## src/hdl/drm_pkg.sv

```systemverilog
package drm_pkg;

  localparam int MaxRegions = 16;
  localparam int CoordW     = 20;
  localparam int SizeW      = 19;
  localparam int InflW      = 10;
  localparam int CovW       = 17;
  localparam int ThrReset   = 49152;
  localparam int TouchGap   = 32;     // 16 units of pad on each of the two rectangles
  localparam int MinSize    = 16;
  localparam int SizeMax    = 524287;
  localparam int CoordMin   = -524288;
  localparam int AreaW      = 38;     // 19 x 19 bit product
  localparam int OutAreaW   = 42;
  localparam int RawW       = 32;
  localparam int CovOne     = 65536;
  localparam int DivSteps   = 16;
  localparam int DivCntW    = 5;
  localparam int RegionCntW = 5;
  localparam int MergedW    = 7;

  typedef enum logic [1:0] {
    CMD_ADD     = 2'd0,
    CMD_MARK    = 2'd1,
    CMD_CONSUME = 2'd2,
    CMD_CLEAR   = 2'd3
  } drm_op_t;

  typedef struct packed {
    logic signed [CoordW-1:0] x;
    logic signed [CoordW-1:0] y;
    logic [SizeW-1:0]         w;
    logic [SizeW-1:0]         h;
  } drm_rect_t;

  typedef enum logic [4:0] {
    S_IDLE,
    S_EXEC,
    S_CONS_CHK,
    S_LOAD_I_RD,
    S_LOAD_I,
    S_J_RD,
    S_J_TEST,
    S_MRG_WR,
    S_MRG_MV,
    S_AREA_CHK,
    S_AREA_RD,
    S_AREA_OV,
    S_AREA_MUL,
    S_AREA_ACC,
    S_DIV_INIT,
    S_DIV,
    S_DECIDE,
    S_EMIT_RD,
    S_EMIT_LD,
    S_EMIT_WAIT,
    S_FINISH
  } drm_state_t;

  // controller -> datapath
  typedef struct packed {
    logic capture;
    logic exec;
    logic rd_i;
    logic load_i;
    logic rd_j;
    logic adv_j;
    logic adv_i;
    logic take_union;
    logic wr_union;
    logic mv_last;
    logic area_init;
    logic rd_k;
    logic area_ov;
    logic area_mul;
    logic area_acc;
    logic adv_k;
    logic div_init;
    logic div_step;
    logic decide;
    logic emit_load;
    logic finish;
  } drm_ctrl_t;

  // datapath -> controller
  typedef struct packed {
    drm_op_t op;
    logic    full_flag;
    logic    vp_empty;
    logic    touch;
    logic    j_last;
    logic    i_pen;
    logic    cnt_gt1;
    logic    cnt_gt2;
    logic    n_bad;
    logic    k_last;
    logic    div_done;
    logic    full_res;
    logic    out_taken;
  } drm_stat_t;

endpackage

```

## src/hdl/drm_ctrl.sv

```systemverilog
module drm_ctrl import drm_pkg::*; (
  input  logic      clk,
  input  logic      rst,
  input  logic      in_valid,
  output logic      in_stall,
  input  drm_stat_t stat,
  output drm_ctrl_t ctl
);

  drm_state_t state, state_next;

  always_ff @(posedge clk) begin
    if (rst) begin
      state <= S_IDLE;
    end else begin
      state <= state_next;
    end
  end

  always_comb begin
    state_next = state;
    unique case (state)
      S_IDLE:      if (in_valid) state_next = S_EXEC;
      S_EXEC:      state_next = (stat.op == CMD_CONSUME) ? S_CONS_CHK : S_IDLE;
      S_CONS_CHK: begin
        if (stat.full_flag || stat.vp_empty) state_next = S_DECIDE;
        else if (stat.cnt_gt1)               state_next = S_LOAD_I_RD;
        else                                 state_next = S_AREA_CHK;
      end
      S_LOAD_I_RD: state_next = S_LOAD_I;
      S_LOAD_I:    state_next = S_J_RD;
      S_J_RD:      state_next = S_J_TEST;
      S_J_TEST: begin
        if (stat.touch)       state_next = S_MRG_WR;
        else if (!stat.j_last) state_next = S_J_RD;
        else if (stat.i_pen)  state_next = S_AREA_CHK;
        else                  state_next = S_LOAD_I_RD;
      end
      S_MRG_WR:    state_next = S_MRG_MV;
      S_MRG_MV:    state_next = stat.cnt_gt2 ? S_LOAD_I_RD : S_AREA_CHK;
      S_AREA_CHK:  state_next = stat.n_bad ? S_DECIDE : S_AREA_RD;
      S_AREA_RD:   state_next = S_AREA_OV;
      S_AREA_OV:   state_next = S_AREA_MUL;
      S_AREA_MUL:  state_next = S_AREA_ACC;
      S_AREA_ACC:  state_next = stat.k_last ? S_DIV_INIT : S_AREA_RD;
      S_DIV_INIT:  state_next = S_DIV;
      S_DIV:       if (stat.div_done) state_next = S_DECIDE;
      S_DECIDE:    state_next = S_EMIT_RD;
      S_EMIT_RD:   state_next = S_EMIT_LD;
      S_EMIT_LD:   state_next = S_EMIT_WAIT;
      S_EMIT_WAIT: begin
        if (stat.out_taken) begin
          state_next = (stat.full_res || stat.k_last) ? S_FINISH : S_EMIT_RD;
        end
      end
      S_FINISH:    state_next = S_IDLE;
      default:     state_next = S_IDLE;
    endcase
  end

  always_comb begin
    ctl      = '0;
    in_stall = 1'b1;
    unique case (state)
      S_IDLE: begin
        in_stall    = 1'b0;
        ctl.capture = in_valid;
      end
      S_EXEC:      ctl.exec = 1'b1;
      S_CONS_CHK:  ;
      S_LOAD_I_RD: ctl.rd_i = 1'b1;
      S_LOAD_I:    ctl.load_i = 1'b1;
      S_J_RD:      ctl.rd_j = 1'b1;
      S_J_TEST: begin
        if (stat.touch)       ctl.take_union = 1'b1;
        else if (!stat.j_last) ctl.adv_j = 1'b1;
        else if (!stat.i_pen) ctl.adv_i = 1'b1;
      end
      S_MRG_WR:    ctl.wr_union = 1'b1;
      S_MRG_MV:    ctl.mv_last = 1'b1;
      S_AREA_CHK:  ctl.area_init = 1'b1;
      S_AREA_RD:   ctl.rd_k = 1'b1;
      S_AREA_OV:   ctl.area_ov = 1'b1;
      S_AREA_MUL:  ctl.area_mul = 1'b1;
      S_AREA_ACC: begin
        ctl.area_acc = 1'b1;
        ctl.adv_k    = !stat.k_last;
      end
      S_DIV_INIT:  ctl.div_init = 1'b1;
      S_DIV:       ctl.div_step = !stat.div_done;
      S_DECIDE:    ctl.decide = 1'b1;
      S_EMIT_RD:   ctl.rd_k = 1'b1;
      S_EMIT_LD:   ctl.emit_load = 1'b1;
      S_EMIT_WAIT: ctl.adv_k = stat.out_taken && !(stat.full_res || stat.k_last);
      S_FINISH:    ctl.finish = 1'b1;
      default:     ;
    endcase
  end

endmodule

```

## config.mk

```make
export PLATFORM = sky130hd
export DESIGN_NAME = drm_ctrl
export DESIGN_NICKNAME = d
export VERILOG_FILES = /design/src/hdl/drm_pkg.sv /design/src/hdl/drm_ctrl.sv
export SDC_FILE = /design/constraint.sdc
export NUM_CORES = 1
export LEC_CHECK = 0
export BUFFER_PORTS_ARGS = -buffer_cell sky130_fd_sc_hd__buf_2
export CAP_MARGIN = 20
export CORE_ASPECT_RATIO = 0.9
export CORE_MARGIN = 2
export CORE_UTILIZATION = 40
export CTS_CLUSTER_DIAMETER = 30
export DETAILED_ROUTE_END_ITERATION = 16
export GPL_TIMING_DRIVEN = 0
export PLACE_DENSITY_LB_ADDON = 0.12
export SETUP_SLACK_MARGIN = 0.2
export SYNTH_ARGS = -nofsm -noshare
export SYNTH_HDL_FRONTEND = slang
export SYNTH_SLANG_ARGS = --single-unit
```

## constraint.sdc

```tcl
create_clock -name clk -period 1.4 [get_ports clk]
set_input_delay 0.14 -clock clk [delete_from_list [all_inputs] [get_ports clk]]
set_output_delay 0.14 -clock clk [all_outputs]
set_load 0.05 [all_outputs]
```

==> flow_summary.ini, run 1 <==
[yosys]
synth-edff-count = 0
yosysWarnings = 0
yosys.area_share.simple_pct = 45.7
yosysTopAreaCellShare_pct = 13.0
synthArstFlopShare_pct = 0
synthMuxAreaShare_pct = 2.76
ys_top_cells_by_area = dfxtp_1 (13%), nor2_1 (7.3%), nor4_1 (6.5%), a21oi_1 (5.8%), nor3_1 (3.9%)
synth_xor_area_share_pct = 0
synth_adder_area_share_pct = 0
yosys.area.top_type = dfxtp_1
synth_top_family_by_area = simple AND/OR/NAND/NOR gates
synth_area_sq_um = 772
synth_compound_area_share_pct = 27.1
seq_area_frac_synth_pct = 13.0
synth_nets = 133
synthFlopType = dfxtp_1
syn_inst = 116
ys_ff_latch = 5
synth_area_per_cell_sq_um = 6.66
synth_cell_types = 42

[status]
status = stopped before the end
error = [ERROR DPL-0038] Utilization greater than 100%, impossible to legalize
lastStage = global routing (5_1_grt)

[timing]
worstEndpointGrtRepair = ctl[14]
worstEpCategory = output port

[die]
ios = 39
fp.dieH_um = 45.7
initial_utilization_pct = 41.1
die_w_um = 50.3
rows = 15

[placement]
io_buffers = 38
gp_congestion = 0.798
hpwl_mm = 1.94

[cts]
numCtsBuffers = 3
clock-sinks = 5
cts_buffer_depth = 2
h-tree-depth = 1
root_buffer = clkbuf_4

[global_routing]
grt_max_degree = 11
## logic make-up after synthesis
kind of cell,count (synthesis)
and+or+nand+nor,60
DFF,5
buffers and inverters,19
muxes,2
AOI/OAI and AO/OA,30
## repair_timing
action / in CTS
endpoints found under the hold margin: 0
gates resized for setup: 92
setup buffers: 19
pin swaps: 21
endpoints found under the setup margin: 27
hold buffers: 0
cloned: 0
## per-stage QoR
| stage | std cells | area (sq um) | setup WS [ps] |
|---|---|---|---|
| 4_1_cts | 202 | 1760 | -618 |
| 3_5_place_dp | 179 | 1210 | -482 |
| 3_3_place_gp | 179 | 1210 | -447 |
| 2_1_floorplan | 116 | 987 | -475 |
## cells in the mapped netlist (all sizes together) (3+ instances only)
cell    number
a21oi        9
buf          5
clkbuf       7
dfxtp        5
inv          7
nand2        7
nand2b       3
nor2        16
nor3         7
nor3b        3
nor4         8
o21ai        4
o21bai       3
or3          4
or3b         3
==> run 2: changes to the inputs <==
==> config.mk (replaced) <==
export PLATFORM = sky130hd
export DESIGN_NAME = drm_ctrl
export DESIGN_NICKNAME = d
export VERILOG_FILES = /design/src/hdl/drm_pkg.sv /design/src/hdl/drm_ctrl.sv
export SDC_FILE = /design/constraint.sdc
export NUM_CORES = 1
export LEC_CHECK = 0
export BUFFER_PORTS_ARGS = -buffer_cell sky130_fd_sc_hd__buf_2
export CAP_MARGIN = 20
export CORE_AREA = 2 2 63 65
export DETAILED_ROUTE_END_ITERATION = 16
export DIE_AREA = 0 0 65 67
export GPL_TIMING_DRIVEN = 0
export PLACE_DENSITY_LB_ADDON = 0.15
export SYNTH_ARGS = -nofsm -noshare
export SYNTH_HDL_FRONTEND = slang
export SYNTH_SLANG_ARGS = --single-unit
==> constraint.sdc (replaced) <==
create_clock -name clk -period 1.8 [get_ports clk]
set_input_delay 0.18 -clock clk [delete_from_list [all_inputs] [get_ports clk]]
set_output_delay 0.18 -clock clk [all_outputs]
set_load 0.05 [all_outputs]
==> flow_summary.ini, run 2 <==
[detailed_routing]
wl_mm = 2.88
vias = 1071
routed_via_density = 5.10
drt_iter0_markers = 49
drc = 0
final_antenna_net_count = 0
dr.pass1.iters = 4
wl_per_cell_um = 13.7

[timing]
rsz0062_at_grt = yes
whs_ps = 217
tightest_slew_ps = 322
max_slew_margin_pct = 78.5
post-route-period-util_pct = 113
fmax_ghz = 0.493
slew_viol_final = 0
setup_violations = 3
fin_skew_ps = 0.262
setup_slack_ps = -228
hold_viol = 0
min_period_ps = 2030

[cells_and_area]
final_common_cell = buf_2
layout.nets = 180
fillers = 385
final_cells = 210
area_growth_pct = 68.7
diodes = 0
drive_above_1_share_pct = 54.3
largest_reg_flops = 5
reg_top3 = state: 5 flops
regMostFlops = state
final_cell_mix = buf_2 (28), nor2_1 (12), buf_4 (11)

[critical_path]
cpPeakStageDelay_ps = 430
path_delay_family = simple AND/OR/NAND/NOR gates
cp_num_buf_inv = 2
crit_path_start_kind = flop
worst-setup-path-type = flop to output port
crit_top_cell = buf_6
crit_arrival_ps = 1850
critPathSlowestCell = or3_4
worst_setup_path_end_kind = output port
cp_max_fo = 4
path_cells = buf_6, or3b_4, or3_4, nor3b_4, buf_6
crit_required_ps = 1620
rrSetupSlack_ps = 130

[die]
die_area_sq_mm = 0.00436
core_sq_mm = 0.00361
rows = 22
fp.dieH_um = 67
die_w_um = 65
ios = 39
initial_utilization_pct = 21.4

[yosys]
synth-edff-count = 0
synthFlopType = dfxtp_1
synth_common_cells = nor2_1 (15), a21oi_1 (9), nor4_1 (8)
syn_inst = 116
yosysWarnings = 0
synth_area_sq_um = 772
synth_cell_types = 42
synthArstFlopShare_pct = 0
seq_area_frac_synth_pct = 13.0
synth_nets = 133
yosysMostFrequentCell = nor2_1
yosysTopAreaCellShare_pct = 13.0
yosys.area.top_type = dfxtp_1
synth_area_per_cell_sq_um = 6.66
ys_top_cells_by_area = dfxtp_1 (13%), nor2_1 (7.3%), nor4_1 (6.5%), a21oi_1 (5.8%), nor3_1 (3.9%)
ys_ff_latch = 5

[cts]
root_buffer = clkbuf_8
clock-sinks = 5
clkTransAtPathRegs_ps = 30
clk_latency_ps = 210
numCtsBuffers = 3
cts_buffer_depth = 2
h-tree-depth = 1
tritoncts = built

[run]
max-cap-violations = 0

[placement]
hpwl_mm = 2.21
numPlacedInstances = 202
gp_congestion = 0.873
io_buffers = 38

[global_routing]
grt_max_degree = 11
grt_pass1_wl_mm = 4.72
antenna_found_initial = 0
overflow = 0
grt_pass1_vias = 982
grtUsageTotal_pct = 13.6

[power]
vdd_drop_max_uv = 116
leakage_nw = 0.552
power.density_mw_per_mm2 = 361

[status]
status = finished, violations left
violations = setup timing

[worst_hold_path]
hp-class = primary input to flop
[run 2: cell counts after synthesis]
Identical to the previous run, type by type.
[run 2: worst paths after layout]
check | startpoint | to | depth (start not counted)
hold / removal | rst | state[1] | 2
setup reg to reg | state[2] | state[4] | 6
setup / recovery | state[3] | ctl[14] | 5
hold reg to reg | state[1] | state[2] | 3
[run 2: report_power, final]
part / internal [mW] / total (mW) / leakage, nW / switching [mW]
Combinational: 0.0578 / 0.153 / 0.487 / 0.0953
Clock: 0.151 / 0.200 / 0.0228 / 0.0485
Sequential: 0.115 / 0.117 / 0.0415 / 0.00292
Total: 0.324 / 0.470 / 0.552 / 0.147
[run 2: final cells by class]
cell class                      count  area [sq um]  area share (%)
Tap cell                           48          60.1            4.61
Sequential cell                     5           103            7.88
Multi-Input combinational cell     92           707            54.3
Timing Repair Buffer               44           294            22.6
Clock buffer                        4          45.0            3.46
Inverter                            7          26.3            2.02
Buffer                             10          67.6            5.19
[run 2: worst register-to-register path, stage by stage (launching register included)]
cell      delay [ps]
dfxtp_2          310
buf_6            110
buf_6            130
or3_4            410
o41a_1           360
a21boi_1         190
nor3_2            50
[run 2: logic make-up (layout without fill, tap and decap cells)]
family / Yosys count / in the layout / synth area share [%]
compound gates: 30 / 30 / 27.1
mux: 2 / 2 / 2.76
simple gates: 60 / 60 / 45.7
buf+inv: 19 / 65 / 11.5
flops: 5 / 5 / 13.0
[run 2: timing repair]
action | CTS | global route
hold buffers | 0 | 0
gates cloned | 0 | 0
resized for setup | 25 | 24
buffers inserted | 2 | 4
pin swaps | 1 | 4
endpoints found under the setup margin | 16 | 16
[run 2: metrics by stage]
stage | instance area [sq um] | TNS, ps | total power, mW | setup WS [ps] | utilization [%]
3_5_place_dp | 1090 | -449 | 0.259 | -271 | 30.4
6_report | 1300 | -374 | 0.470 | -228 | 36.1
2_1_floorplan | 845 | -997 | 0.210 | -327 | -
5_1_grt | 1300 | -587 | 0.505 | -285 | 36.1
3_3_place_gp | 1090 | -502 | 0.259 | -285 | 30.4
4_1_cts | 1230 | -526 | 0.466 | -240 | 34.0
[run 2: metal layers]
| metal | part of all wire, % | global-route usage [%] | vias to the layer above |
|---|---|---|---|
| met5 | 0 | 0 | - |
| met4 | 0.73 | 1.86 | 0 |
| met3 | 6.6 | 2.36 | 2 |
| met2 | 48 | 22.3 | 38 |
| met1 | 44 | 18.9 | 505 |
| li1 | - | - | 526 |
(Power assumes the default switching activity.)
